--- src/rtl/sqtg_pkg.sv ---
// Package with the shared types and constants of the square tone generator.
package sqtg_pkg;

  // Command codes carried in the command field of an input word.
  localparam logic [1:0] CMD_TICK  = 2'd0;
  localparam logic [1:0] CMD_START = 2'd1;
  localparam logic [1:0] CMD_STOP  = 2'd2;

  // Half-period count codes.
  localparam logic [31:0] ENDLESS_COUNT = 32'hffff_fffe;
  localparam logic [31:0] COUNT_MAX     = 32'hffff_fffd;

  // Reset value of the timer clock register.
  localparam logic [31:0] CLOCK_HZ_RESET = 32'd80_000_000;

  // Milliseconds per second, the divisor of the count computation.
  localparam int unsigned MS_PER_S = 1000;

  // Shared divider widths: the widest dividend is frequency * duration * 2
  // (20 + 32 + 1 bits); the widest divisor is frequency * 2 (21 bits).
  localparam int unsigned DIVIDEND_W = 53;
  localparam int unsigned DIVISOR_W  = 21;
  localparam int unsigned DIV_CNT_W  = $clog2(DIVIDEND_W + 1);

  // Width of the prescale shift.
  localparam int unsigned SHIFT_W = 5;

  // Input word.
  typedef struct packed {
    logic [1:0]  command;
    logic [19:0] frequency_hz;
    logic [31:0] duration_ms;
  } in_word_t;

  // Result word.
  typedef struct packed {
    logic pin_level;
    logic active;
  } out_word_t;

  // Operations issued to the tone timer.
  typedef struct packed {
    logic tick;
    logic load;
    logic stop;
  } timer_ctl_t;

endpackage

--- src/rtl/sqtg_div.sv ---
// Shared restoring divider, one quotient bit per cycle.
module sqtg_div (
  input  logic                                 clk,
  input  logic                                 rst,
  input  logic                                 go,
  input  logic [sqtg_pkg::DIVIDEND_W-1:0]      dividend,
  input  logic [sqtg_pkg::DIVISOR_W-1:0]       divisor,
  output logic                                 done,
  output logic [sqtg_pkg::DIVIDEND_W-1:0]      quotient
);

  logic                               busy;
  logic [sqtg_pkg::DIV_CNT_W-1:0]     steps;
  logic [sqtg_pkg::DIVISOR_W-1:0]     rem;
  logic [sqtg_pkg::DIVISOR_W-1:0]     dvsr;
  logic [sqtg_pkg::DIVIDEND_W-1:0]    quot;
  logic [sqtg_pkg::DIVISOR_W:0]       trial;
  logic [sqtg_pkg::DIVISOR_W:0]       diff;
  logic                               fits;

  // Shift the next dividend bit into the remainder and try the subtract.
  always_comb begin
    trial = {rem, quot[sqtg_pkg::DIVIDEND_W-1]};
    diff  = trial - {1'b0, dvsr};
    fits  = (trial >= {1'b0, dvsr});
  end

  // Step control and datapath registers.
  always_ff @(posedge clk) begin
    if (rst) begin
      busy  <= 1'b0;
      done  <= 1'b0;
      steps <= '0;
    end else begin
      done <= 1'b0;
      if (go) begin
        busy  <= 1'b1;
        steps <= sqtg_pkg::DIV_CNT_W'(sqtg_pkg::DIVIDEND_W);
      end else if (busy) begin
        steps <= steps - 1'b1;
        if (steps == sqtg_pkg::DIV_CNT_W'(1)) begin
          busy <= 1'b0;
          done <= 1'b1;
        end
      end
    end
  end

  always_ff @(posedge clk) begin
    if (go) begin
      quot <= dividend;
      rem  <= '0;
      dvsr <= divisor;
    end else if (busy) begin
      if (fits) begin
        rem <= diff[sqtg_pkg::DIVISOR_W-1:0];
      end else begin
        rem <= trial[sqtg_pkg::DIVISOR_W-1:0];
      end
      quot <= {quot[sqtg_pkg::DIVIDEND_W-2:0], fits};
    end
  end

  assign quotient = quot;

endmodule

--- src/rtl/sqtg_timer.sv ---
// Tone timer: prescaler, reload counter, half-period count and output level.
module sqtg_timer #(
  parameter int unsigned RELOAD_W = 17
) (
  input  logic                          clk,
  input  logic                          rst,
  input  sqtg_pkg::timer_ctl_t          ctl,
  input  logic [RELOAD_W-1:0]           load_reload,
  input  logic [sqtg_pkg::SHIFT_W-1:0]  load_shift,
  input  logic [31:0]                   load_count,
  output sqtg_pkg::out_word_t           state_next
);

  logic                          level;
  logic                          running;
  logic [31:0]                   half_periods_left;
  logic [RELOAD_W-1:0]           reload_value;
  logic [sqtg_pkg::SHIFT_W-1:0]  prescale_shift;
  logic [31:0]                   prescale_counter;
  logic [RELOAD_W-1:0]           period_counter;

  logic                          level_next;
  logic                          running_next;
  logic [31:0]                   half_periods_left_next;
  logic [RELOAD_W-1:0]           reload_value_next;
  logic [sqtg_pkg::SHIFT_W-1:0]  prescale_shift_next;
  logic [31:0]                   prescale_counter_next;
  logic [RELOAD_W-1:0]           period_counter_next;

  logic [32:0]                   pre_inc;
  logic                          pre_wrap;
  logic [RELOAD_W-1:0]           per_inc;

  // Counter increments and wrap tests.
  always_comb begin
    pre_inc  = {1'b0, prescale_counter} + 33'd1;
    pre_wrap = ((pre_inc >> prescale_shift) != 33'd0);
    per_inc  = period_counter + 1'b1;
  end

  // Next state for a load, a stop or a tick.
  always_comb begin
    level_next             = level;
    running_next           = running;
    half_periods_left_next = half_periods_left;
    reload_value_next      = reload_value;
    prescale_shift_next    = prescale_shift;
    prescale_counter_next  = prescale_counter;
    period_counter_next    = period_counter;
    if (ctl.load) begin
      reload_value_next      = load_reload;
      prescale_shift_next    = load_shift;
      half_periods_left_next = load_count;
      prescale_counter_next  = '0;
      period_counter_next    = '0;
      level_next             = 1'b1;
      running_next           = 1'b1;
    end else if (ctl.stop) begin
      level_next   = 1'b0;
      running_next = 1'b0;
    end else if (ctl.tick && running) begin
      if (!pre_wrap) begin
        prescale_counter_next = pre_inc[31:0];
      end else begin
        prescale_counter_next = '0;
        if (per_inc < reload_value) begin
          period_counter_next = per_inc;
        end else begin
          // Period event: parity of the count sets the level.
          period_counter_next = '0;
          if (half_periods_left != 32'd0) begin
            level_next = half_periods_left[0];
            if (half_periods_left < sqtg_pkg::ENDLESS_COUNT) begin
              half_periods_left_next = half_periods_left - 32'd1;
            end else begin
              half_periods_left_next = half_periods_left ^ 32'd1;
            end
          end else begin
            level_next   = 1'b0;
            running_next = 1'b0;
          end
        end
      end
    end
  end

  always_ff @(posedge clk) begin
    if (rst) begin
      level             <= 1'b0;
      running           <= 1'b0;
      half_periods_left <= '0;
      reload_value      <= RELOAD_W'(1);
      prescale_shift    <= '0;
      prescale_counter  <= '0;
      period_counter    <= '0;
    end else begin
      level             <= level_next;
      running           <= running_next;
      half_periods_left <= half_periods_left_next;
      reload_value      <= reload_value_next;
      prescale_shift    <= prescale_shift_next;
      prescale_counter  <= prescale_counter_next;
      period_counter    <= period_counter_next;
    end
  end

  assign state_next.pin_level = level_next;
  assign state_next.active    = running_next;

endmodule

--- src/rtl/square_tone_generator.sv ---
// Top level of the square tone generator: command sequencer and output queue.
//
// Usage: each input word carries a command. A tick advances the tone timer,
// a start loads a new tone from frequency_hz and duration_ms, a stop ends the
// tone. Every accepted word gives exactly one result word with the output
// level and the running flag after that command.
// cfg_write with cfg_data sets the timer clock rate; write it only while idle.
// Ticks, stops, ignored starts (zero frequency) and unused codes do not stall
// the input: one word can be accepted every cycle while in_stall is low, and
// its result is registered into the output queue. A start is computed by two
// 53-step passes through the shared shift-subtract divider
// (clock / (2 * frequency), then frequency * duration * 2 / 1000) and then the
// reload halvings (0 to 15 at the default limit, up to 30 at a limit of 1).
// in_stall is high while a start is being computed.
// Results go to a two-word output queue; while the receiver stalls, one more
// word is accepted, then in_stall stays high until the receiver takes a word.
// Reset (rst, synchronous) stops the tone, empties the queue and sets the
// timer clock register to 80 MHz.
module square_tone_generator #(
  parameter int unsigned RELOAD_LIMIT = 65536
) (
  input  logic                 clk,
  input  logic                 rst,
  input  logic                 in_valid,
  output logic                 in_stall,
  input  sqtg_pkg::in_word_t   in_data,
  output logic                 out_valid,
  input  logic                 out_stall,
  output sqtg_pkg::out_word_t  out_data,
  input  logic                 cfg_write,
  input  logic [31:0]          cfg_data
);

  localparam int unsigned RELOAD_W = $clog2(RELOAD_LIMIT) + 1;

  typedef enum logic [2:0] {
    S_IDLE,
    S_DIV_CLK,
    S_CNT_GO,
    S_DIV_CNT,
    S_NORM,
    S_LOAD
  } state_t;

  state_t                         state;
  logic [31:0]                    clock_hz;
  logic [51:0]                    product;
  logic                           dur_zero;
  logic [31:0]                    reload;
  logic [sqtg_pkg::SHIFT_W-1:0]   shift;
  logic [31:0]                    count;

  logic                           accept;
  logic                           is_start;
  logic                           push;
  logic                           pop;
  sqtg_pkg::timer_ctl_t           ctl;
  sqtg_pkg::out_word_t            state_next;
  logic                           div_go;
  logic                           div_done;
  logic [sqtg_pkg::DIVIDEND_W-1:0] div_dividend;
  logic [sqtg_pkg::DIVISOR_W-1:0]  div_divisor;
  logic [sqtg_pkg::DIVIDEND_W-1:0] div_quotient;

  logic                           head_valid;
  sqtg_pkg::out_word_t            head;
  logic                           skid_valid;
  sqtg_pkg::out_word_t            skid;

  // Handshake and operation decode.
  always_comb begin
    in_stall = (state != S_IDLE) || skid_valid;
    accept   = in_valid && !in_stall;
    is_start = accept && (in_data.command == sqtg_pkg::CMD_START)
               && (in_data.frequency_hz != 20'd0);
    ctl.tick = accept && (in_data.command == sqtg_pkg::CMD_TICK);
    ctl.stop = accept && (in_data.command == sqtg_pkg::CMD_STOP);
    ctl.load = (state == S_LOAD);
    push     = (accept && !is_start) || (state == S_LOAD);
    pop      = out_valid && !out_stall;
  end

  // Divider operand selection: clock rate first, then the scaled product.
  always_comb begin
    div_go = is_start || (state == S_CNT_GO);
    if (state == S_CNT_GO) begin
      div_dividend = {product, 1'b0};
      div_divisor  = sqtg_pkg::DIVISOR_W'(sqtg_pkg::MS_PER_S);
    end else begin
      div_dividend = sqtg_pkg::DIVIDEND_W'(clock_hz);
      div_divisor  = {in_data.frequency_hz, 1'b0};
    end
  end

  sqtg_div u_div (
    .clk      (clk),
    .rst      (rst),
    .go       (div_go),
    .dividend (div_dividend),
    .divisor  (div_divisor),
    .done     (div_done),
    .quotient (div_quotient)
  );

  sqtg_timer #(
    .RELOAD_W (RELOAD_W)
  ) u_timer (
    .clk         (clk),
    .rst         (rst),
    .ctl         (ctl),
    .load_reload (reload[RELOAD_W-1:0]),
    .load_shift  (shift),
    .load_count  (count),
    .state_next  (state_next)
  );

  // Configuration register.
  always_ff @(posedge clk) begin
    if (rst) begin
      clock_hz <= sqtg_pkg::CLOCK_HZ_RESET;
    end else if (cfg_write) begin
      clock_hz <= cfg_data;
    end
  end

  // Start sequencer.
  always_ff @(posedge clk) begin
    if (rst) begin
      state <= S_IDLE;
    end else begin
      case (state)
        S_IDLE: begin
          if (is_start) begin
            product  <= 52'(in_data.frequency_hz) * 52'(in_data.duration_ms);
            dur_zero <= (in_data.duration_ms == 32'd0);
            shift    <= '0;
            state    <= S_DIV_CLK;
          end
        end
        S_DIV_CLK: begin
          if (div_done) begin
            reload <= div_quotient[31:0];
            state  <= S_CNT_GO;
          end
        end
        S_CNT_GO: begin
          state <= S_DIV_CNT;
        end
        S_DIV_CNT: begin
          if (div_done) begin
            if (dur_zero) begin
              count <= sqtg_pkg::ENDLESS_COUNT;
            end else if (div_quotient > sqtg_pkg::DIVIDEND_W'(sqtg_pkg::COUNT_MAX)) begin
              count <= sqtg_pkg::COUNT_MAX;
            end else begin
              count <= div_quotient[31:0];
            end
            if (reload == 32'd0) begin
              reload <= 32'd1;
            end
            state <= S_NORM;
          end
        end
        S_NORM: begin
          // Halve the reload into range, doubling the prescale each time.
          if (reload > 32'(RELOAD_LIMIT)) begin
            reload <= reload >> 1;
            shift  <= shift + 1'b1;
          end else begin
            state <= S_LOAD;
          end
        end
        S_LOAD: begin
          state <= S_IDLE;
        end
        default: begin
          state <= S_IDLE;
        end
      endcase
    end
  end

  // Two-word output queue.
  always_ff @(posedge clk) begin
    if (rst) begin
      head_valid <= 1'b0;
      skid_valid <= 1'b0;
    end else if (pop) begin
      if (skid_valid) begin
        head       <= skid;
        skid_valid <= push;
        if (push) begin
          skid <= state_next;
        end
      end else begin
        head_valid <= push;
        if (push) begin
          head <= state_next;
        end
      end
    end else if (push) begin
      if (!head_valid) begin
        head       <= state_next;
        head_valid <= 1'b1;
      end else begin
        skid       <= state_next;
        skid_valid <= 1'b1;
      end
    end
  end

  assign out_valid = head_valid;
  assign out_data  = head;

endmodule

--- config.mk ---
export PLATFORM = sky130hd
export DESIGN_NAME = square_tone_generator
export DESIGN_NICKNAME = d
export VERILOG_FILES = /design/src/rtl/sqtg_pkg.sv /design/src/rtl/sqtg_div.sv /design/src/rtl/sqtg_timer.sv /design/src/rtl/square_tone_generator.sv
export SDC_FILE = /design/constraint.sdc
export NUM_CORES = 2
export LEC_CHECK = 0
export BUFFER_PORTS_ARGS = -buffer_cell sky130_fd_sc_hd__buf_2
export CORE_MARGIN = 2
export CORE_UTILIZATION = 45
export CTS_BUF_LIST = sky130_fd_sc_hd__clkbuf_8 sky130_fd_sc_hd__clkbuf_16
export CTS_CLUSTER_DIAMETER = 120
export DETAILED_ROUTE_END_ITERATION = 8
export PLACE_DENSITY_LB_ADDON = 0.12
export SETUP_SLACK_MARGIN = 0.15
export SLEW_MARGIN = 20
export SYNTH_ARGS = -nofsm -noshare
export SYNTH_HDL_FRONTEND = slang
export SYNTH_SLANG_ARGS = --single-unit
--- constraint.sdc ---
create_clock -name clk -period 9.47 [get_ports clk]
set_input_delay 0.4735 -clock clk [delete_from_list [all_inputs] [get_ports clk]]
set_output_delay 0.4735 -clock clk [all_outputs]
set_load 0.005 [all_outputs]
==> impl_metrics.json <==
{
  "synth_nets": 5165,
  "grt_antenna_before_repair": 1,
  "crit_path_max_fanout": 34,
  "routed_wl_um": 107700,
  "synth_area_leader_cell": "sky130_fd_sc_hd__fa_1",
  "clk_pin_slew_worst_paths_ns": 0.06,
  "post-synth-top-area-fraction_pct": 27.35,
  "synthesis.yosys.warnings": 0,
  "required_ns": 9.78,
  "postSynthAreaPerCell_um2": 9.073,
  "post_synth_xor_area_fraction_pct": 2.696,
  "critical_path.max_stage_delay_ns": 0.64,
  "setup.worst_path.start_class": "input pin",
  "synth_seq_area_share_pct": 23.91,
  "ranking_of_synthesized_cells_by_area": "sky130_fd_sc_hd__fa_1 27%, sky130_fd_sc_hd__edfxtp_1 15%, sky130_fd_sc_hd__dfxtp_1 8.7%, sky130_fd_sc_hd__ha_1 6.5%, sky130_fd_sc_hd__inv_1 6.1%",
  "postSynthCellCount": 4333,
  "post_cts_resize_count": 0,
  "clock.fmax_mhz": 125.3,
  "dieArea_um2": 89740,
  "timing.critical_path.mode_cell": "sky130_fd_sc_hd__fa_1",
  "post_synth_mux_area_share_pct": 1.292,
  "fill_cells": 8346,
  "die_w_um": 299.6,
  "holdBufCountCts": 0,
  "hp-start": "cfg_data[12]",
  "cap_violations": 0,
  "drcViolationCount": 0,
  "fin_tns_setup_ns": 0,
  "finalSetupViolCount": 0,
  "syn_to_final_growth_pct": 6.486,
  "first_iter_violations": 1761,
  "antenna_left": 0,
  "layout_worst_path_cycle_share_pct": 84.27,
  "clock_tree.root_cell": "sky130_fd_sc_hd__clkbuf_16",
  "buffer_ports.inserted": 94,
  "cts_buffers": 39,
  "maximum_number_of_pins_on_one_net_before_global_route_repair": 87,
  "worstSetupPathType": "in2reg",
  "clock_tree.htree_level_count": 2,
  "synth_compound_area_share_pct": 9.688,
  "combinational_family_with_the_most_area_after_synthesis": "adder cells",
  "nets": 5071,
  "critical-path-slowest-cell": "sky130_fd_sc_hd__buf_2",
  "period_needed_ns": 7.981,
  "clkLatencyLatePin_ns": 0.57,
  "drv_slew": 0,
  "dp_hpwl_um": 77900,
  "regToRegStartpoint": "u_timer.prescale_counter[0]",
  "grt_util_all_layers_pct": 24.26,
  "worst_slew_pin_slew_ns": 1.120,
  "synth_async_sr_flop_share_pct": 0,
  "final_layout_size_suffix_gt1_share_pct": 5.550,
  "synth_cell_types": 92,
  "detailroute.via_count": 29530,
  "clockBufferDepth": 3,
  "clkSinkCount": 370,
  "hold_path_class": "in2reg",
  "skew_ns": 0.02951,
  "arrival_ns": 8.29,
  "wire_per_inst_um": 19.86,
  "die_y_um": 299.6,
  "grt_first_pass_wirelength_um": 172000,
  "initial_core_util_pct": 45.39,
  "timing.critical_path.from": "in_data[48]",
  "ys.flop_type": "sky130_fd_sc_hd__edfxtp_1",
  "end_kind": "register",
  "drt_pre_antenna_iters": 6,
  "cts_post_setup_buffers_inserted": 0,
  "outcome": "finished clean",
  "io-pin-count": 95,
  "synth_most_common_cell": "sky130_fd_sc_hd__inv_1",
  "antennaDiodeCount": 0,
  "timing.max_slew.rel_slack_pct": 25.35,
  "synth_edf_count": 199,
  "routability_congestion": 0.8650,
  "tritoncts": "done",
  "core.rowCount": 108,
  "viasPerCell": 5.443,
  "rsz_0062_raised_after_global_routing": "no",
  "grt_pass1_vias": 29840,
  "synth-simple-area-share_pct": 19.84,
  "syn_area_um2": 39310,
  "core_region_area_um2": 86620,
  "hold_viol_final": 0,
  "synth_adder_area_share_pct": 33.84,
  "grt_remaining_overflow": 0,
  "synthesis_stage_register_bit_count": 370,
  "synth_common_cells": "634 x sky130_fd_sc_hd__inv_1, 573 x sky130_fd_sc_hd__nand2_1, 537 x sky130_fd_sc_hd__fa_1, 329 x sky130_fd_sc_hd__and2_1, 227 x sky130_fd_sc_hd__clkbuf_1"
}
critical path, delay by kind of cell:
family	cells	cell delay [ns]
AND/OR/NAND/NOR	3	0.97
AO/OA/AOI/OAI	10	1.87
adder cells (fa/ha/maj)	8	4.05
XOR/XNOR	1	0.09
buffers and inverters	4	0.80
stage by stage:
| step | util, % | hold slack [ns] | setup WS, ns | cells | instance area (um2) |
|---|---|---|---|---|---|
| 2_1_floorplan | - | 0.4328 | 1.887 | 4333 | 39310 |
| 3_3_place_gp | 46.76 | 0.4443 | 0.9589 | 5353 | 40500 |
| 3_5_place_dp | 46.76 | 0.4495 | 0.9227 | 5353 | 40500 |
| 4_1_cts | 48.33 | 0.1039 | 1.510 | 5425 | 41860 |
| 5_1_grt | 48.33 | 0.1150 | 1.134 | 5425 | 41860 |
| 6_report | 48.33 | 0.1259 | 1.489 | 5425 | 41860 |
cells in the final DEF (no fill, tap or decap), types with 48 or more instances in the layout:
cell	count
sky130_fd_sc_hd__inv_1	642
sky130_fd_sc_hd__nand2_1	572
sky130_fd_sc_hd__fa_1	537
sky130_fd_sc_hd__and2_1	329
sky130_fd_sc_hd__nor2_1	224
sky130_fd_sc_hd__ha_1	204
sky130_fd_sc_hd__edfxtp_1	199
sky130_fd_sc_hd__a21oi_1	179
sky130_fd_sc_hd__dfxtp_1	171
sky130_fd_sc_hd__o21ai_0	103
sky130_fd_sc_hd__buf_2	93
sky130_fd_sc_hd__nand3_1	72
sky130_fd_sc_hd__xnor2_1	69
sky130_fd_sc_hd__nand4_1	55
sky130_fd_sc_hd__nand2b_1	54
sky130_fd_sc_hd__xor2_1	52
sky130_fd_sc_hd__nor3_1	50
sky130_fd_sc_hd__nor4_1	48
cell families (layout without fill, tap and decap cells):
logic type,after synthesis,count (layout)
flip-flops,370,370
multiplexers,50,50
adder cells (fa/ha/maj),741,741
AO/OA/AOI/OAI,592,592
buffers and inverters,899,836
XOR/XNOR,121,121
AND/OR/NAND/NOR,1560,1560
final timing paths:
| check | cells past startpoint | slack [ns] | to |
|---|---|---|---|
| hold reg to reg | 2 | 0.45 | u_timer.reload_value[9] |
| setup reg to reg | 15 | 3.44 | u_timer.prescale_counter[25] |
| setup / recovery | 26 | 1.49 | product[51] |
| hold / removal | 2 | 0.13 | clock_hz[12] |
layer usage:
layer | global-route usage (%) | routed length, um | vias up
li1 | - | - | 13810
met1 | 33.91 | 48800 | 14910
met2 | 41.33 | 52190 | 695
met3 | 2.428 | 4884 | 112
met4 | 4.393 | 1828 | 2
met5 | 0 | 13 | -
sequential cells by signal, indices dropped and copies added, names as in the netlist, 6 cells and up:
signal,count
reload,32
u_timer.half_periods_left,32
u_timer.reload_value,17
clock_hz,32
product,52
u_div.dvsr,20
u_div.quotient,53
count,32
u_timer.period_counter,17
u_timer.prescale_counter,32
u_div.rem,21
u_div.steps,6
area by class of cell:
type	instances	area [um2]	area share, %
repair buffers	128	728.2	1.739
clock buffers	43	1031	2.463
inverters	636	2387	5.703
well taps	1155	1445	3.452
multi-input cells	3064	26540	63.40
flip-flops and latches	370	9399	22.45
clock inverters	29	332.8	0.7950
Power is not shown: default switching activity piles up to over one toggle a cycle in this logic, so the estimate is an artifact.
